[src/rtl/bpqp_pkg.sv]
`default_nettype none
// ----------------------------------------------------------------------------
// bpqp_pkg
// Shared types, constants and pattern table for the beep pattern queue player.
// ----------------------------------------------------------------------------
package bpqp_pkg;

    // Depth of the pattern id queue (1 to 15, as the reported fill is COUNT_W bits).
    localparam int QUEUE_DEPTH = 8;
    localparam int QPTR_W      = (QUEUE_DEPTH > 1) ? $clog2(QUEUE_DEPTH) : 1;
    localparam int QCNT_W      = $clog2(QUEUE_DEPTH + 1);

    // Fixed field widths.
    localparam int PAT_W   = 3;
    localparam int REM_W   = 9;
    localparam int COUNT_W = 4;

    // Pattern ids.
    localparam logic [PAT_W-1:0] ID_TAP     = 3'd1;
    localparam logic [PAT_W-1:0] ID_TARE_OK = 3'd2;
    localparam logic [PAT_W-1:0] ID_CAL_OK  = 3'd3;
    localparam logic [PAT_W-1:0] ID_ERROR   = 3'd4;
    localparam logic [PAT_W-1:0] ID_BUSY    = 3'd5;

    // Phase lengths in milliseconds.
    localparam logic [REM_W-1:0] LEN_TAP      = 9'd30;
    localparam logic [REM_W-1:0] LEN_TARE_OK  = 9'd120;
    localparam logic [REM_W-1:0] LEN_CAL_ON   = 9'd100;
    localparam logic [REM_W-1:0] LEN_CAL_OFF  = 9'd80;
    localparam logic [REM_W-1:0] LEN_ERROR    = 9'd400;
    localparam logic [REM_W-1:0] LEN_BUSY     = 9'd40;

    // Input item modes.
    localparam logic MODE_TICK = 1'b0;
    localparam logic MODE_POST = 1'b1;

    typedef enum logic [1:0] {
        PH_IDLE = 2'd0,
        PH_ON1  = 2'd1,
        PH_OFF1 = 2'd2,
        PH_ON2  = 2'd3
    } phase_t;

    typedef struct packed {
        phase_t             ph;
        logic [REM_W-1:0]   len;
    } phase_step_t;

    typedef struct packed {
        logic               push;
        logic               pop;
        logic [PAT_W-1:0]   wdata;
    } fifo_ctrl_t;

    typedef struct packed {
        logic               empty;
        logic               full;
        logic [QCNT_W-1:0]  count_next;
        logic [PAT_W-1:0]   head_data;
    } fifo_stat_t;

    typedef struct packed {
        logic               buzzer_on;
        logic               dropped;
        logic [COUNT_W-1:0] queue_count;
        logic               playing;
    } result_t;

    // Length of one phase of a pattern; zero where the phase is absent.
    function automatic logic [REM_W-1:0] beep_len(input logic [PAT_W-1:0] pat,
                                                  input phase_t ph);
        logic [REM_W-1:0] len;
        len = '0;
        case (pat)
            ID_TAP:     len = (ph == PH_ON1) ? LEN_TAP : '0;
            ID_TARE_OK: len = (ph == PH_ON1) ? LEN_TARE_OK : '0;
            ID_CAL_OK:  len = (ph == PH_OFF1) ? LEN_CAL_OFF :
                              (ph == PH_IDLE) ? '0 : LEN_CAL_ON;
            ID_ERROR:   len = (ph == PH_ON1) ? LEN_ERROR : '0;
            ID_BUSY:    len = (ph == PH_ON1) ? LEN_BUSY : '0;
            default:    len = '0;
        endcase
        return len;
    endfunction

    // First phase after 'from' with a nonzero length, or idle.
    function automatic phase_step_t next_phase(input logic [PAT_W-1:0] pat,
                                               input phase_t from);
        phase_step_t      step;
        logic [REM_W-1:0] l1;
        logic [REM_W-1:0] l2;
        logic [REM_W-1:0] l3;
        l1 = beep_len(pat, PH_ON1);
        l2 = beep_len(pat, PH_OFF1);
        l3 = beep_len(pat, PH_ON2);
        step.ph  = PH_IDLE;
        step.len = '0;
        case (from)
            PH_IDLE:
            begin
                if (l1 != '0) begin
                    step.ph  = PH_ON1;
                    step.len = l1;
                end else if (l2 != '0) begin
                    step.ph  = PH_OFF1;
                    step.len = l2;
                end else if (l3 != '0) begin
                    step.ph  = PH_ON2;
                    step.len = l3;
                end
            end
            PH_ON1:
            begin
                if (l2 != '0) begin
                    step.ph  = PH_OFF1;
                    step.len = l2;
                end else if (l3 != '0) begin
                    step.ph  = PH_ON2;
                    step.len = l3;
                end
            end
            PH_OFF1:
            begin
                if (l3 != '0) begin
                    step.ph  = PH_ON2;
                    step.len = l3;
                end
            end
            default:
            begin
                step.ph  = PH_IDLE;
                step.len = '0;
            end
        endcase
        return step;
    endfunction

endpackage
`default_nettype wire

[src/rtl/bpqp_if.sv]
`default_nettype none
// ----------------------------------------------------------------------------
// bpqp_in_if / bpqp_out_if
// Valid/ready channels for request items and result items.
// ----------------------------------------------------------------------------
interface bpqp_in_if;
    logic                      valid;
    logic                      ready;
    logic                      mode;
    logic [bpqp_pkg::PAT_W-1:0] pattern;

    modport source (output valid, output mode, output pattern, input ready);
    modport sink   (input valid, input mode, input pattern, output ready);
endinterface

interface bpqp_out_if;
    logic                        valid;
    logic                        ready;
    logic                        buzzer_on;
    logic                        dropped;
    logic [bpqp_pkg::COUNT_W-1:0] queue_count;
    logic                        playing;

    modport source (output valid, output buzzer_on, output dropped,
                    output queue_count, output playing, input ready);
    modport sink   (input valid, input buzzer_on, input dropped,
                    input queue_count, input playing, output ready);
endinterface
`default_nettype wire

[src/rtl/bpqp_fifo.sv]
`default_nettype none
// ----------------------------------------------------------------------------
// bpqp_fifo
// Queue of pattern ids with a registered read of the head entry.
// ----------------------------------------------------------------------------
module bpqp_fifo (
    input  wire logic                 clk,
    input  wire logic                 rst_n,
    input  wire bpqp_pkg::fifo_ctrl_t ctrl,
    output bpqp_pkg::fifo_stat_t      stat
);

    localparam logic [bpqp_pkg::QPTR_W-1:0] LAST_PTR =
        bpqp_pkg::QPTR_W'(bpqp_pkg::QUEUE_DEPTH - 1);
    localparam logic [bpqp_pkg::QCNT_W-1:0] FULL_COUNT =
        bpqp_pkg::QCNT_W'(bpqp_pkg::QUEUE_DEPTH);

    logic [bpqp_pkg::PAT_W-1:0]  mem [bpqp_pkg::QUEUE_DEPTH];
    logic [bpqp_pkg::QPTR_W-1:0] head_reg;
    logic [bpqp_pkg::QPTR_W-1:0] head_next;
    logic [bpqp_pkg::QPTR_W-1:0] tail_reg;
    logic [bpqp_pkg::QPTR_W-1:0] tail_next;
    logic [bpqp_pkg::QCNT_W-1:0] count_reg;
    logic [bpqp_pkg::QCNT_W-1:0] count_next;
    logic [bpqp_pkg::PAT_W-1:0]  head_data_reg;

    // Pointer and count updates; pointers wrap at the queue depth.
    always_comb
    begin
        head_next  = head_reg;
        tail_next  = tail_reg;
        count_next = count_reg;
        if (ctrl.pop) begin
            head_next  = (head_reg == LAST_PTR) ? '0 : head_reg + 1'b1;
            count_next = count_reg - 1'b1;
        end
        if (ctrl.push) begin
            tail_next  = (tail_reg == LAST_PTR) ? '0 : tail_reg + 1'b1;
            count_next = count_reg + 1'b1;
        end
    end

    always_ff @(posedge clk or negedge rst_n)
    begin
        if (!rst_n) begin
            head_reg  <= '0;
            tail_reg  <= '0;
            count_reg <= '0;
        end else begin
            head_reg  <= head_next;
            tail_reg  <= tail_next;
            count_reg <= count_next;
        end
    end

    // Storage write at the tail.
    always_ff @(posedge clk)
    begin
        if (ctrl.push) begin
            mem[tail_reg] <= ctrl.wdata;
        end
    end

    // Registered read of the next head entry, with bypass of a same-cycle write.
    always_ff @(posedge clk)
    begin
        if (ctrl.push && (tail_reg == head_next)) begin
            head_data_reg <= ctrl.wdata;
        end else begin
            head_data_reg <= mem[head_next];
        end
    end

    assign stat.empty      = (count_reg == '0);
    assign stat.full       = (count_reg == FULL_COUNT);
    assign stat.count_next = count_next;
    assign stat.head_data  = head_data_reg;

endmodule
`default_nettype wire

[src/rtl/bpqp_player.sv]
`default_nettype none
// ----------------------------------------------------------------------------
// bpqp_player
// Phase sequencer and millisecond countdown for the current pattern.
// ----------------------------------------------------------------------------
module bpqp_player (
    input  wire logic                       clk,
    input  wire logic                       rst_n,
    input  wire logic                       tick,
    input  wire logic                       fifo_empty,
    input  wire logic [bpqp_pkg::PAT_W-1:0] head_data,
    output logic                            pop,
    output bpqp_pkg::phase_t                phase_next
);

    bpqp_pkg::phase_t            phase_reg;
    logic [bpqp_pkg::REM_W-1:0]  remaining_reg;
    logic [bpqp_pkg::REM_W-1:0]  remaining_next;
    logic [bpqp_pkg::PAT_W-1:0]  pattern_reg;
    logic [bpqp_pkg::PAT_W-1:0]  pattern_next;
    logic [bpqp_pkg::REM_W-1:0]  remaining_dec;
    bpqp_pkg::phase_step_t       step;

    // Next state: an idle tick starts the head id; a tick counts down, moving to the next nonzero phase at zero.
    always_comb
    begin
        phase_next     = phase_reg;
        remaining_next = remaining_reg;
        pattern_next   = pattern_reg;
        remaining_dec  = (remaining_reg == '0) ? '0 : remaining_reg - 1'b1;
        step.ph        = bpqp_pkg::PH_IDLE;
        step.len       = '0;
        if (tick) begin
            case (phase_reg)
                bpqp_pkg::PH_IDLE:
                begin
                    if (!fifo_empty) begin
                        pattern_next   = head_data;
                        step           = bpqp_pkg::next_phase(head_data, bpqp_pkg::PH_IDLE);
                        phase_next     = step.ph;
                        remaining_next = step.len;
                    end
                end
                default:
                begin
                    if (remaining_dec == '0) begin
                        step           = bpqp_pkg::next_phase(pattern_reg, phase_reg);
                        phase_next     = step.ph;
                        remaining_next = step.len;
                    end else begin
                        remaining_next = remaining_dec;
                    end
                end
            endcase
        end
    end

    // Outputs: an idle tick with a waiting id takes it from the queue.
    always_comb
    begin
        pop = tick && (phase_reg == bpqp_pkg::PH_IDLE) && !fifo_empty;
    end

    always_ff @(posedge clk or negedge rst_n)
    begin
        if (!rst_n) begin
            phase_reg     <= bpqp_pkg::PH_IDLE;
            remaining_reg <= '0;
            pattern_reg   <= '0;
        end else begin
            phase_reg     <= phase_next;
            remaining_reg <= remaining_next;
            pattern_reg   <= pattern_next;
        end
    end

endmodule
`default_nettype wire

[src/rtl/bpqp_outbuf.sv]
`default_nettype none
// ----------------------------------------------------------------------------
// bpqp_outbuf
// Result register with a skid stage in front of the output channel.
// ----------------------------------------------------------------------------
module bpqp_outbuf (
    input  wire logic              clk,
    input  wire logic              rst_n,
    input  wire logic              push,
    input  wire bpqp_pkg::result_t data,
    output logic                   can_accept,
    bpqp_out_if.source             out_ch
);

    logic              out_valid_reg;
    logic              skid_valid_reg;
    bpqp_pkg::result_t out_data_reg;
    bpqp_pkg::result_t skid_data_reg;
    logic              advance;

    // The output register moves when it is empty or its item is taken.
    assign advance    = !out_valid_reg || out_ch.ready;
    assign can_accept = !skid_valid_reg;

    // Control state of the two stages.
    always_ff @(posedge clk or negedge rst_n)
    begin
        if (!rst_n) begin
            out_valid_reg  <= 1'b0;
            skid_valid_reg <= 1'b0;
        end else if (advance) begin
            out_valid_reg  <= skid_valid_reg || push;
            skid_valid_reg <= 1'b0;
        end else if (push) begin
            skid_valid_reg <= 1'b1;
        end
    end

    // Payload of the two stages.
    always_ff @(posedge clk)
    begin
        if (advance) begin
            out_data_reg <= skid_valid_reg ? skid_data_reg : data;
        end else if (push) begin
            skid_data_reg <= data;
        end
    end

    assign out_ch.valid       = out_valid_reg;
    assign out_ch.buzzer_on   = out_data_reg.buzzer_on;
    assign out_ch.dropped     = out_data_reg.dropped;
    assign out_ch.queue_count = out_data_reg.queue_count;
    assign out_ch.playing     = out_data_reg.playing;

endmodule
`default_nettype wire

[src/rtl/beep_pattern_queue_player.sv]
`default_nettype none
// ----------------------------------------------------------------------------
// beep_pattern_queue_player
// Plays buzzer beep patterns taken from a queue of pattern ids.
// ----------------------------------------------------------------------------
// Usage:
//   in_ch carries one item per handshake: mode 1 posts a pattern id, mode 0
//   is a one-millisecond tick. A post is queued unless the block is disabled
//   or the queue is full, in which case the result reports it as dropped.
//   An idle tick starts the oldest queued pattern.
//   out_ch returns one result item per input item: buzzer level, drop flag,
//   queue fill and playing flag, all as they stand after that item.
//   cfg_wr_en/cfg_wr_data write the enable bit; change it only while idle.
// Timing:
//   A result is registered into the output register, or into the skid stage
//   when the output is stalled. One item is taken every cycle while
//   in_ch.ready is high; the queue and phase counter update as it is taken.
// Reset:
//   The block comes up disabled, with an empty queue and the player idle.
// Stall:
//   A result and a skid stage hold two items; in_ch.ready drops only when
//   both are full, and results are never lost.
// ----------------------------------------------------------------------------
module beep_pattern_queue_player (
    input  wire logic clk,
    input  wire logic rst_n,
    input  wire logic cfg_wr_en,
    input  wire logic cfg_wr_data,
    bpqp_in_if.sink   in_ch,
    bpqp_out_if.source out_ch
);

    logic                 enabled_reg;
    logic                 accept;
    logic                 post;
    logic                 tick;
    logic                 can_accept;
    logic                 pop;
    bpqp_pkg::phase_t     phase_next;
    bpqp_pkg::fifo_ctrl_t fifo_ctrl;
    bpqp_pkg::fifo_stat_t fifo_stat;
    bpqp_pkg::result_t    result;

    // Enable register.
    always_ff @(posedge clk or negedge rst_n)
    begin
        if (!rst_n) begin
            enabled_reg <= 1'b0;
        end else if (cfg_wr_en) begin
            enabled_reg <= cfg_wr_data;
        end
    end

    // Item decode.
    assign in_ch.ready = can_accept;
    assign accept      = in_ch.valid && can_accept;
    assign post        = accept && (in_ch.mode == bpqp_pkg::MODE_POST);
    assign tick        = accept && (in_ch.mode == bpqp_pkg::MODE_TICK);

    // Queue control.
    assign fifo_ctrl.push  = post && enabled_reg && !fifo_stat.full;
    assign fifo_ctrl.pop   = pop;
    assign fifo_ctrl.wdata = in_ch.pattern;

    bpqp_fifo u_fifo (
        .clk   (clk),
        .rst_n (rst_n),
        .ctrl  (fifo_ctrl),
        .stat  (fifo_stat)
    );

    bpqp_player u_player (
        .clk        (clk),
        .rst_n      (rst_n),
        .tick       (tick),
        .fifo_empty (fifo_stat.empty),
        .head_data  (fifo_stat.head_data),
        .pop        (pop),
        .phase_next (phase_next)
    );

    // Result of this item from the state it leaves behind.
    always_comb
    begin
        result.buzzer_on   = (phase_next == bpqp_pkg::PH_ON1) ||
                             (phase_next == bpqp_pkg::PH_ON2);
        result.dropped     = post && !fifo_ctrl.push;
        result.queue_count = bpqp_pkg::COUNT_W'(fifo_stat.count_next);
        result.playing     = (phase_next != bpqp_pkg::PH_IDLE);
    end

    bpqp_outbuf u_outbuf (
        .clk        (clk),
        .rst_n      (rst_n),
        .push       (accept),
        .data       (result),
        .can_accept (can_accept),
        .out_ch     (out_ch)
    );

endmodule
`default_nettype wire

[src/flat_wrapper.sv]
// flat-port wrapper written by rule: the top's interface ports become plain ports
module beep_pattern_queue_player_flat 
  (clk, rst_n, cfg_wr_en, cfg_wr_data, in_ch_valid, in_ch_mode, in_ch_pattern, in_ch_ready, out_ch_valid, out_ch_buzzer_on, out_ch_dropped, out_ch_queue_count, out_ch_playing, out_ch_ready);
  bpqp_in_if in_ch_i ();
  bpqp_out_if out_ch_i ();
  input  wire logic clk;
  input  wire logic rst_n;
  input  wire logic cfg_wr_en;
  input  wire logic cfg_wr_data;
  input wire logic [$bits(in_ch_i.valid)-1:0] in_ch_valid;
  input wire logic [$bits(in_ch_i.mode)-1:0] in_ch_mode;
  input wire logic [$bits(in_ch_i.pattern)-1:0] in_ch_pattern;
  output wire logic [$bits(in_ch_i.ready)-1:0] in_ch_ready;
  output wire logic [$bits(out_ch_i.valid)-1:0] out_ch_valid;
  output wire logic [$bits(out_ch_i.buzzer_on)-1:0] out_ch_buzzer_on;
  output wire logic [$bits(out_ch_i.dropped)-1:0] out_ch_dropped;
  output wire logic [$bits(out_ch_i.queue_count)-1:0] out_ch_queue_count;
  output wire logic [$bits(out_ch_i.playing)-1:0] out_ch_playing;
  input wire logic [$bits(out_ch_i.ready)-1:0] out_ch_ready;
  assign in_ch_i.valid = in_ch_valid;
  assign in_ch_i.mode = in_ch_mode;
  assign in_ch_i.pattern = in_ch_pattern;
  assign in_ch_ready = in_ch_i.ready;
  assign out_ch_valid = out_ch_i.valid;
  assign out_ch_buzzer_on = out_ch_i.buzzer_on;
  assign out_ch_dropped = out_ch_i.dropped;
  assign out_ch_queue_count = out_ch_i.queue_count;
  assign out_ch_playing = out_ch_i.playing;
  assign out_ch_i.ready = out_ch_ready;
  beep_pattern_queue_player u_core (.clk(clk), .rst_n(rst_n), .cfg_wr_en(cfg_wr_en), .cfg_wr_data(cfg_wr_data), .in_ch(in_ch_i), .out_ch(out_ch_i));
endmodule
[config.mk]
export PLATFORM = sky130hd
export DESIGN_NAME = beep_pattern_queue_player_flat
export DESIGN_NICKNAME = d
export VERILOG_FILES = /design/src/rtl/bpqp_pkg.sv /design/src/rtl/bpqp_if.sv /design/src/rtl/bpqp_fifo.sv /design/src/rtl/bpqp_player.sv /design/src/rtl/bpqp_outbuf.sv /design/src/rtl/beep_pattern_queue_player.sv /design/src/flat_wrapper.sv
export SDC_FILE = /design/constraint.sdc
export NUM_CORES = 1
export LEC_CHECK = 0
export BUFFER_PORTS_ARGS = -buffer_cell sky130_fd_sc_hd__buf_2
export CAP_MARGIN = 20
export CORE_ASPECT_RATIO = 0.8
export CORE_MARGIN = 2
export CORE_UTILIZATION = 43
export CTS_CLUSTER_SIZE = 30
export DETAILED_ROUTE_END_ITERATION = 10
export GPL_ROUTABILITY_DRIVEN = 0
export GPL_TIMING_DRIVEN = 0
export SETUP_SLACK_MARGIN = 0.3
export SLEW_MARGIN = 15
export SYNTH_ARGS = -nofsm -noshare
export SYNTH_HDL_FRONTEND = slang
export SYNTH_SLANG_ARGS = --single-unit
[constraint.sdc]
create_clock -name clk -period 7.7 [get_ports clk]
set_input_delay 0.77 -clock clk [delete_from_list [all_inputs] [get_ports clk]]
set_output_delay 0.77 -clock clk [all_outputs]
set_load 0.01 [all_outputs]
# Word-level counts from Yosys, hierarchy flattened
# Memories as Yosys holds them, arrays and structs flattened. A register that Yosys moved wholly into a read port is not among the register bits.
# Cells that the tools add are included.
[classes]
n_eq_ne = 14
add_sub_neg = 5
reduce_logical = 30
bitwise = 3
muxes = 44
[op_table]
columns = ["operator", "n"]
rows = [
  ["9-bit 2-to-1 mux", 19],
  ["11-bit 2-to-1 mux", 5],
  ["9-bit case mux with 5 select lines", 1],
  ["9-bit nonzero test", 5],
  ["7-bit 2-to-1 mux", 5],
  ["11-bit case mux with 2 select lines", 1],
  ["9-bit logical NOT", 2],
  ["3-bit == test, second input constant", 4],
  ["3-bit by 2-bit == test with 1-bit output, second input constant", 3],
  ["3-bit 2-to-1 mux", 3],
  ["9-bit by 1-bit subtractor with 9-bit output, second input constant", 1],
  ["1-bit logical AND", 8],
  ["2-bit 2-to-1 mux", 4],
  ["4-bit 2-to-1 mux", 2],
  ["3-bit by 1-bit adder with 3-bit output, second input constant", 2],
  ["1-bit logical NOT", 5],
  ["4-bit by 1-bit adder with 4-bit output, second input constant", 1],
  ["2-bit by 1-bit == test with 1-bit output, second input constant", 2],
  ["2-bit == test, second input constant", 2],
  ["4-bit == test, second input constant", 1],
  ["4-bit logical NOT", 1],
  ["1-bit 2-to-1 mux", 4],
  ["2-bit AND reduction", 2],
  ["2-bit nonzero test", 2],
  ["7 further kinds", 11],
]
[word_totals]
ff_bits = 41
memories = 1
output_inout_bits = 9
elab_cells = 114
ramBits = 24
[memory_table]
columns = ["name", "words", "width", "rd", "rd_clocked_by_memory_dff", "write_ports", "line_no", "text"]
rows = [
  ["u_core.u_fifo.mem", 8, 3, 1, 1, 1, "bpqp_fifo.sv:18", "logic [bpqp_pkg::PAT_W-1:0] mem [bpqp_pkg::QUEUE_DEPTH];"],
]

# Depth between registers and ports, before layout
# Gate-level depths: netlist of run 1.
[depth]
ltp_word = 16
mapped_depth = 9

# By module
# A second synthesis of run 1 with hierarchy kept.
[hier_totals]
hier_cells = 268
area_unflattened_um2 = 3414.5
[modules_own_cells]
columns = ["mod", "cells_per_inst", "area_per_inst_um2", "n_inst", "seq_area_each_um2"]
rows = [
  ["bpqp_fifo", 94, 1560.2, 1, 1031.0],
  ["bpqp_player", 133, 1146.1, 1, 350.3],
  ["bpqp_outbuf", 31, 615.6, 1, 470.5],
  ["beep_pattern_queue_player", 10, 92.6, 1, 25.0],
]

# Worst setup path before layout of run 1
# OpenSTA, ideal clock, no wires.
[synth_path]
kind = "input to register"
startpoint = "in in_ch_mode"
endpoint = "reg u_core.u_outbuf.out_data_reg (netlist bit u_core.u_outbuf.out_ch.queue_count[0]) (data pin)"
n_path_buf = 1
setup_time_ns = 0.260
t_arrival_ns = 2.315
cell_stages = 7
slack_ns = 5.126
path_cell_list = "or3b_2 nand2b_1 nand2_1 clkbuf_1 nand2_1 xnor2_1 mux2_2"
[synth_lines]
columns = ["element", "line_no", "text"]
rows = [
  ["start, declared", "flat_wrapper.sv:11", "input wire logic [$bits(in_ch_i.mode)-1:0] in_ch_mode;"],
  ["end signal, assigned", "bpqp_outbuf.sv:43", "out_data_reg <= skid_valid_reg ? skid_data_reg : data;"],
  ["end, declared", "bpqp_outbuf.sv:17", "bpqp_pkg::result_t out_data_reg;"],
]

# Worst setup path in the final report of run 1
[layout_path]
startpoint = "reg u_core.u_player.remaining_reg[0] in the netlist's numbering"
endpoint = "reg u_core.u_outbuf.out_data_reg (netlist bit u_core.u_outbuf.out_ch.playing) (data pin)"
[layout_between]
elab_chain_cells = 8
elab_cells_between_ends = 9
cone_classes = "add/sub: 1; mux: 5; reduce/logical: 3"
[layout_rtl]
columns = ["element", "line_no", "text"]
rows = [
  ["start, declared", "bpqp_player.sv:17", "logic [bpqp_pkg::REM_W-1:0] remaining_reg;"],
  ["start signal, assigned", "bpqp_player.sv:72", "remaining_reg <= remaining_next;"],
  ["9-bit by 1-bit subtractor with 9-bit output or 9-bit logical NOT (tied branches)", "bpqp_player.sv:30", "remaining_dec = (remaining_reg == '0) ? '0 : remaining_reg - 1'b1;"],
  ["9-bit 2-to-1 mux (*)", "bpqp_player.sv:30", ""],
  ["9-bit logical NOT (*)", "bpqp_player.sv:46", "if (remaining_dec == '0) begin"],
  ["2-bit 2-to-1 mux (*)", "bpqp_player.sv:46", ""],
  ["2-bit 2-to-1 mux (*)", "bpqp_player.sv:34", "case (phase_reg)"],
  ["2-bit 2-to-1 mux (*)", "bpqp_player.sv:33", "if (tick) begin"],
  ["2-bit nonzero test (*)", "beep_pattern_queue_player.sv:89", "result.playing = (phase_next != bpqp_pkg::PH_IDLE);"],
  ["7-bit 2-to-1 mux (*)", "bpqp_outbuf.sv:43", ""],
]
# Mark *: on every way between the ends. The rest lies on a longest branch, timed or not.
# A chain may end at the register's enable or synchronous reset.

==> results_dict.tcl, run 1 <==
set metrics [dict create \
    outcome "complete, no violations" \
    avgSynthCellArea_sq_um 12.2 \
    syn_area_sq_um 3310 \
    hold_ws_ns 0.435 \
    max_freq_mhz 349 \
    slew_viol_final 0 \
    via_per_inst 5.24 \
    placed_area_sq_um 3530 \
    hold_class "input port to asynchronous set/reset pin" \
    fin_nets 321 \
    crit_path_end_kind "register" \
    overflow 0 \
    ant_nets 0 \
    worstSkewPairLatency_ns 0.35 \
    total_power_mw 1.36 \
    clk_pin_slew_worst_paths_ns 0.09 \
    max_slew_margin 0.517 \
    syn_to_final_growth_pct 13.1 \
    synth_edf_count 38 \
    clock-sinks 68 \
    postSynth.asyncResetShare 0.397 \
    final_area_sq_um 3740 \
    seq_area_frac_synth 0.568 \
    grt_max_degree 28 \
    cts_root_buffer "clkbuf_8" \
    startpoint_type "register" \
    synth_cells 272 \
    dominantRegCellSynth "edfxtp_1" \
    final_core_util 0.504 \
    largest_register_ff_count 24 \
    cts_buffer_depth 2 \
    rr_startpoint "u_core.u_player.remaining_reg[0]$_DFFE_PN0P_" \
    post_drt_wl_per_cell_um 15.3 \
    cts_setup_buffers 0 \
    period_share 0.372 \
    drive_gt1_frac 0.186 \
    initial_core_util 0.445 \
    vias 2155 \
    syn_nets 292 \
    cp.arrival_ns 2.94 \
    antenna_found_initial 0 \
    pre_cts_slack_ns 4.74 \
    drtPass1Iterations 4 \
    ioPinCount 19 \
    fin_skew_ns 0.0126 \
    htree_levels 3 \
    hold_buffers 0 \
    stdcell_count 411 \
    setup_violations 0 \
    worstPathRequired_ns 7.78 \
    die_x_um 102 \
    dp_cells 395 \
    num_rows 28 \
    power.density_nw_per_um2 364 \
    cp_max_fo 7 \
    grt_usage 0.163 \
    ys_types 57 \
    core_area_sq_um 7430 \
    ys_warn_count 0 \
    period_needed_ns 2.87 \
    grt_pass1_vias 2049 \
    portBuffers 18 \
    place_hpwl_um 4610 \
    crit_type "register to register" \
    tns_ns 0 \
    cap_violations 0 \
    r2r_end "u_core.u_outbuf.out_ch.playing$_DFFE_PN_" \
    dieHeight_um 82.4 \
    cts_resized 0 \
    rsz0062_at_grt "no" \
    reg2reg_depth 9 \
    multi_input_area_sq_um 1330 \
    wirelength_um 6280 \
    ys_ff_latch 68 \
    drc 0 \
    seqCellArea_sq_um 1880 \
    irDropWorstVdd_mv 0.175 \
    numCtsBuffers 9 \
    hold_viol_final 0 \
    cts_tree "yes" \
    worst_slack_ns 4.83 \
    grt_pass1_wl_um 10200 \
    fill_cells 660 \
    drtIter0Drc 88 \
    p_leak_nw 1.48 \
    worstMarginPinSlew_ns 0.718 \
    ff2ff_setup_slack_ns 4.83 \
    die_area_sq_um 8410 \
    diodes 0 \
]
-- placed cells by master, fill, tap and decap left out, drive strengths merged, types with 5 or more instances in the layout --
cell	instances
buf	23
or3	5
a21oi	8
edfxtp	38
ha	10
nand2	35
mux4	6
nor3	14
clkbuf	13
dfrtp	27
inv	16
o21ai	16
nor2	15
nand2b	6
mux2	6
-- worst max-delay path by stage --
stage / startpoint / endpoint / slack [ns] / cells past startpoint
finish: u_core.u_player.remaining_reg[0]$_DFFE_PN0P_ / u_core.u_outbuf.out_ch.playing$_DFFE_PN_ / 4.83 / 9
global route: u_core.u_player.remaining_reg[0]$_DFFE_PN0P_ / u_core.u_outbuf.out_ch.playing$_DFFE_PN_ / 4.60 / 9
CTS: u_core.u_player.remaining_reg[0]$_DFFE_PN0P_ / u_core.u_outbuf.out_ch.playing$_DFFE_PN_ / 4.84 / 9
detailed placement: in_ch_mode / u_core.u_outbuf.out_ch.queue_count[2]$_DFFE_PN_ / 4.74 / 7
global placement: in_ch_mode / u_core.u_outbuf.out_ch.queue_count[2]$_DFFE_PN_ / 4.76 / 7
floorplan: in_ch_mode / u_core.u_outbuf.out_ch.queue_count[0]$_DFFE_PN_ / 5.13 / 7
-- routing by layer --
metal | routed length [um] | vias to the layer above | global-route usage
li1 | - | 1064 | -
met1 | 3180 | 1060 | 0.230
met2 | 2870 | 25 | 0.250
met3 | 174 | 6 | 0.0429
met4 | 55 | 0 | 0.0480
met5 | 0 | - | 0
-- Yosys cell counts, types with 2 or more instances --
cell type | instances | area, sq um
edfxtp_1 | 38 | 1140
nand2_1 | 35 | 131
dfrtp_1 | 27 | 676
nor2_1 | 15 | 56.3
nor3_1 | 14 | 70.1
o21ai_0 | 13 | 65.1
inv_1 | 12 | 45.0
ha_1 | 10 | 125
a21oi_1 | 7 | 35.0
mux2_2 | 6 | 67.6
nand2b_1 | 6 | 37.5
or3_1 | 5 | 31.3
a21o_1 | 4 | 30.0
clkbuf_1 | 4 | 15.0
mux2i_1 | 4 | 40.0
mux4_1 | 4 | 105
nand3_1 | 4 | 20.0
nand3b_1 | 4 | 30.0
a211oi_1 | 3 | 22.5
a31oi_1 | 3 | 18.8
dfxtp_1 | 3 | 60.1
xnor2_1 | 3 | 26.3
xor2_1 | 3 | 26.3
a2111oi_1 | 2 | 20.0
buf_2 | 2 | 10.0
buf_6 | 2 | 22.5
clkinv_1 | 2 | 7.51
mux4_2 | 2 | 45.0
nand4_1 | 2 | 12.5
nor2b_1 | 2 | 12.5
nor3b_1 | 2 | 15.0
nor4_1 | 2 | 12.5
o211ai_1 | 2 | 15.0
o21ai_1 | 2 | 10.0
-- worst max-delay path, cell delays in order (launching register included) --
cell and delay, ns:
dfrtp_1 0.41, inv_1 0.10, ha_1 0.21, or3b_1 0.38
buf_6 0.15, nor4_4 0.41, a31oi_2 0.16, o211a_1 0.27
a211oi_1 0.36, a31oi_1 0.16
-- layout make-up --
class	count	share of cell area
sequential	68	0.502
multi-input combinational	181	0.356
tap	105	0.0351
clock buffer	9	0.0331
timing repair buffer	18	0.0241
clock inverter	7	0.0221
inverter	14	0.0141
buffer	9	0.0137
-- power breakdown --
| part | switching (mW) | leakage [nW] | internal, mW |
|---|---|---|---|
| logic | 0.271 | 0.669 | 0.221 |
| registers | 0.0804 | 0.712 | 0.482 |
| clock network | 0.150 | 0.0988 | 0.155 |
| total | 0.502 | 1.48 | 0.858 |
-- cell families after synthesis --
logic type	count (synthesis)	share of synthesized area
buffers and inverters	23	0.0314
xor gates and xnor gates	6	0.0159
and+or+nand+nor	97	0.154
adders and majority gates	10	0.0378
DFF	68	0.568
muxes	16	0.0779
AOI/OAI and AO/OA	52	0.116
Note: power is estimated with default switching activity, not from simulation.
==> inputs of run 2 (changes only) <==
clock period = 2.4 ns   (was 7.7 ns; I/O delays follow)
==> results_dict.tcl, run 2 (synthesis results as in run 1) <==
set metrics [dict create \
    outcome "finished with violations" \
    violations "negative setup slack" \
    numCtsBuffers 9 \
    cp.arrival_ns 2.61 \
    final_core_util 0.589 \
    crit_type "register to register" \
    cp_cell_sequence "inv_2 > ha_4 > or3b_4 > buf_6 > or4_4 > nand4_4 > mux2i_4 > o32ai_4 > a31oi_1" \
    crit_path_end_kind "register" \
    clk_pin_slew_worst_paths_ns 0.08 \
    drtIter0Drc 106 \
    crit_end "u_core.u_outbuf.out_ch.playing$_DFFE_PN_" \
    period_needed_ns 2.53 \
    hold_ws_ns 0.119 \
    die_x_um 102 \
    period_share 1.05 \
    grt_pass1_wl_um 11000 \
    dp_cells 395 \
    ff2ff_setup_slack_ns -0.13 \
    wirelength_um 7400 \
    setup_violations 4 \
    initial_core_util 0.445 \
    fin_nets 357 \
    reg2reg_depth 9 \
    grt_max_degree 28 \
    fill_cells 607 \
    grt_use_met2 0.267 \
    cts_tree "yes" \
    worstSkewPairLatency_ns 0.34 \
    vias 2343 \
    rr_startpoint "u_core.u_player.remaining_reg[1]$_DFFE_PN0P_" \
    clock-sinks 68 \
    cap_violations 0 \
    slowest_stage "or4_4" \
    final_cell_mix "edfxtp_1, buf_4, nand2_1" \
    max_slew_margin 0.550 \
    worstMarginPinSlew_ns 0.675 \
    r2r_end "u_core.u_outbuf.out_ch.playing$_DFFE_PN_" \
    use_met3 0.0564 \
    num_rows 28 \
    grt_pass1_vias 2205 \
    hold_class "input port to register" \
    die_area_sq_um 8410 \
    ant_nets 0 \
    worst_slack_ns -0.131 \
    power.density_nw_per_um2 1200 \
    max_stage_delay_ns 0.44 \
    crit_start "u_core.u_player.remaining_reg[1]$_DFFE_PN0P_" \
    drive_gt1_frac 0.442 \
    cts_root_buffer "clkbuf_8" \
    worstPathRequired_ns 2.48 \
    multi_input_area_sq_um 1650 \
    stdcell_count 447 \
    crit_cells 9 \
    cts_buffer_depth 2 \
    fin_skew_ns 0.00885 \
    seqCellArea_sq_um 1880 \
    largest_register_ff_count 24 \
    max_freq_mhz 395 \
    top_usage_layer "met2" \
    crit_family "simple AND/OR/NAND/NOR gates" \
    post_drt_wl_per_cell_um 16.6 \
    overflow 0 \
    hold_viol_final 0 \
    ioPinCount 19 \
    grt_util_met1 0.244 \
    crit_buf_inv 2 \
    startpoint_type "register" \
    antenna_found_initial 0 \
    grt_usage 0.175 \
    slew_viol_final 0 \
    rsz0062_at_grt "yes" \
    syn_to_final_growth_pct 32.4 \
    irDropWorstVdd_mv 0.646 \
    final_common_cell "edfxtp_1" \
    drtPass1Iterations 4 \
    via_per_inst 5.24 \
    dieHeight_um 82.4 \
    core_area_sq_um 7430 \
    place_hpwl_um 4590 \
    cp_max_fo 5 \
    p_leak_nw 1.74 \
    htree_levels 3 \
    drc 0 \
    portBuffers 18 \
    diodes 0 \
]
==> run 2: changes by cell type in the layout (fill, tap and decap cells not counted), moves of 5 or more <==
cell	change
buf_4	+33
dfrtp_1	-5
dfrtp_2	+5
inv_1	-6
inv_2	+6
nor2_1	-5
nor3_1	-5
==> run 2: through the flow <==
step | setup WS, ns | total power [mW] | area, sq um | setup TNS, ns
2_1_floorplan | 0.0201 | 3.08 | 3350 | 0
3_3_place_gp | -0.267 | 3.44 | 3570 | -1.56
3_5_place_dp | -0.306 | 3.48 | 3570 | -1.83
4_1_cts | -0.107 | 4.73 | 3990 | -0.309
5_1_grt | -0.206 | 5.56 | 4380 | -0.892
6_report | -0.131 | 5.24 | 4380 | -0.394
==> run 2: power by group <==
group          leakage [nW]  total [mW]  internal [mW]  switching (mW)
combinational         0.937        2.39           1.21            1.18
sequential            0.705        1.87           1.55           0.318
clock                0.0973       0.974          0.494           0.480
==> run 2: worst min-delay path by stage <==
stage                     start                                      endpoint  slack [ns]  cells past startpoint
global placement          rst_n  u_core.u_player.remaining_reg[8]$_DFFE_PN0P_        0.30                      1
finish              cfg_wr_data                u_core.enabled_reg$_DFFE_PN0P_        0.12                      2
CTS                 cfg_wr_data                u_core.enabled_reg$_DFFE_PN0P_        0.11                      2
floorplan                 rst_n                u_core.enabled_reg$_DFFE_PN0P_       -0.06                      0
global route        cfg_wr_data                u_core.enabled_reg$_DFFE_PN0P_        0.11                      2
detailed placement        rst_n  u_core.u_player.remaining_reg[7]$_DFFE_PN0P_        0.32                      1
==> run 2: per-layer routing <==
| layer | vias to the layer above | wire, um | part of all wire |
|---|---|---|---|
| li1 | 1140 | - | - |
| met1 | 1153 | 3590 | 0.48 |
| met2 | 44 | 3560 | 0.48 |
| met3 | 6 | 202 | 0.027 |
| met4 | 0 | 48 | 0.0065 |
| met5 | - | 0 | 0 |
==> run 2: cell type report <==
class	count	share of cell area
clock inverter	7	0.0183
clock buffer	9	0.0283
sequential	68	0.430
inverter	14	0.0126
multi-input combinational	181	0.376
tap	105	0.0300
timing repair buffer	54	0.0883
buffer	9	0.0160
==> run 2: repair_timing <==
| action | CTS | global route |
|---|---|---|
| hold endpoints to repair | 27 | 0 |
| resized for setup | 38 | 49 |
| endpoints found under the setup margin | 46 | 44 |
| pin swaps | 12 | 13 |
| setup buffers | 10 | 25 |
| hold buffers | 1 | 0 |
==> inputs of run 3 (changes only) <==
CORE_UTILIZATION = 30   (was 43)
==> results_dict.tcl, run 3 (synthesis results as in run 1) <==
set metrics [dict create \
    max_stage_delay_ns 0.41 \
    cp_max_fo 5 \
    wirelength_um 6970 \
    antenna_found_initial 0 \
    htree_levels 3 \
    grt_pass1_vias 2308 \
    cp.arrival_ns 2.55 \
    grt_max_degree 28 \
    p_int_mw 3.34 \
    slowest_stage "dfrtp_1" \
    clk_pin_slew_worst_paths_ns 0.06 \
    die_area_sq_um 11900 \
    max_freq_mhz 402 \
    grt_usage 0.124 \
    core_area_sq_um 10800 \
    cp_cell_sequence "inv_2 > ha_4 > or3b_1 > buf_6 > o31ai_4 > nand4_4 > mux2i_4 > o32ai_4 > a31oi_1" \
    initial_core_util 0.306 \
    numCtsBuffers 9 \
    die_x_um 121 \
    worstSkewPairLatency_ns 0.33 \
    cts_buffer_depth 2 \
    crit_buf_inv 2 \
    hold_class "input port to register" \
    hold_viol_final 0 \
    dieHeight_um 97.9 \
    grt_pass1_wl_um 11600 \
    startpoint_type "register" \
    fin_skew_ns 0.00755 \
    cts_tree "yes" \
    drtIter0Drc 127 \
    diodes 0 \
    period_share 1.04 \
    final_common_cell "edfxtp_1" \
    max_slew_margin 0.556 \
    worstMarginPinSlew_ns 0.667 \
    fill_cells 1022 \
    final_area_sq_um 4240 \
    outcome "finished with violations" \
    fin_nets 340 \
    dp_cells 434 \
    final_core_util 0.393 \
    p_sw_mw 1.86 \
    clock-sinks 68 \
    vias 2260 \
    power.density_nw_per_um2 1230 \
    portBuffers 18 \
    period_needed_ns 2.49 \
    seqPwrFrac 0.354 \
    placed_area_sq_um 3620 \
    cts_root_buffer "clkbuf_16" \
    cap_violations 0 \
    slew_viol_final 0 \
    final_cell_mix "edfxtp_1, nand2_1, dfrtp_1" \
    irDropWorstVdd_mv 0.443 \
    post_drt_wl_per_cell_um 14.9 \
    num_rows 34 \
    swShare 0.359 \
    crit_family "compound AO/OA/AOI/OAI gates" \
    tns_ns -0.245 \
    violations "negative setup slack" \
    p_leak_nw 1.64 \
    via_per_inst 4.82 \
    setup_violations 5 \
    ant_nets 0 \
    place_hpwl_um 4750 \
    drc 0 \
    syn_to_final_growth_pct 28.3 \
    clockPowerShare 0.253 \
    crit_path_end_kind "register" \
    ioPinCount 19 \
    overflow 0 \
    drtPass1Iterations 4 \
    crit_type "register to register" \
    largest_register_ff_count 24 \
    drive_gt1_frac 0.360 \
    combPwrFrac 0.392 \
    worstPathRequired_ns 2.46 \
    stdcell_count 469 \
    rsz0062_at_grt "yes" \
    worst_slack_ns -0.0863 \
]
## run 3: area by class of cell
type / count / area, sq um / share of cell area
repair buffers: 37 / 240 / 0.0566
clock buffers: 9 / 225 / 0.0531
plain buffers: 9 / 62.6 / 0.0147
multi-input cells: 181 / 1530 / 0.360
well taps: 144 / 180 / 0.0425
flip-flops and latches: 68 / 1880 / 0.443
inverters: 14 / 55.1 / 0.0130
clock inverters: 7 / 75.1 / 0.0177
## run 3: power by group through the flow
stage | sequential [mW] | clock (mW) | combinational [mW]
6_report | 1.84 | 1.32 | 2.04
5_1_grt | 1.89 | 1.40 | 2.27
4_1_cts | 1.84 | 1.35 | 1.79
3_5_place_dp | 1.83 | 0 | 1.65
3_3_place_gp | 1.82 | 0 | 1.62
2_1_floorplan | 1.79 | 0 | 1.29
## run 3: through the flow
| stage | total power, mW | setup slack, ns | hold WS, ns |
|---|---|---|---|
| 2_1_floorplan | 3.08 | 0.0201 | -0.0556 |
| 3_3_place_gp | 3.44 | -0.219 | 0.312 |
| 3_5_place_dp | 3.48 | -0.302 | 0.311 |
| 4_1_cts | 4.97 | -0.120 | 0.136 |
| 5_1_grt | 5.55 | -0.204 | 0.151 |
| 6_report | 5.20 | -0.0863 | 0.141 |
## run 3: worst register-to-register path: stages (launching register included)
cell and delay (ns):
dfrtp_1 0.41, inv_2 0.09, ha_4 0.13, or3b_1 0.35
buf_6 0.15, o31ai_4 0.25, nand4_4 0.20, mux2i_4 0.24
o32ai_4 0.28, a31oi_1 0.13
## run 3: path summary, 6_finish.rpt
kind / slack [ns] / depth (start not counted) / from / end
worst max-delay path: -0.09 / 9 / u_core.u_player.remaining_reg[1]$_DFFE_PN0P_ / u_core.u_outbuf.out_ch.playing$_DFFE_PN_
worst min-delay path: 0.14 / 2 / cfg_wr_data / u_core.enabled_reg$_DFFE_PN0P_
worst max register to register: -0.09 / 9 / u_core.u_player.remaining_reg[1]$_DFFE_PN0P_ / u_core.u_outbuf.out_ch.playing$_DFFE_PN_
worst min register to register: 0.48 / 2 / u_core.u_player.pattern_reg[0]$_DFFE_PN0P_ / u_core.u_player.pattern_reg[0]$_DFFE_PN0P_
max in group asynchronous: 1.44 / 2 / rst_n / u_core.u_player.phase_reg[0]$_DFF_PN0_
min in group asynchronous: 0.48 / 2 / rst_n / u_core.u_player.remaining_reg[8]$_DFFE_PN0P_
## run 3: timing repair
action,CTS,global route
resized for setup,23,33
pin swaps,6,6
hold endpoints to repair,27,0
hold buffers,1,0
buffers inserted,8,9
setup endpoints to repair,37,46
## run 3: metal layers
metal  routed length [um]  track usage  vias up
met5                    0            0        -
met4                   36       0.0442        0
met3                  209       0.0321        2
met2                 3340        0.195       28
met1                 3390        0.166     1126
li1                     -            -     1104
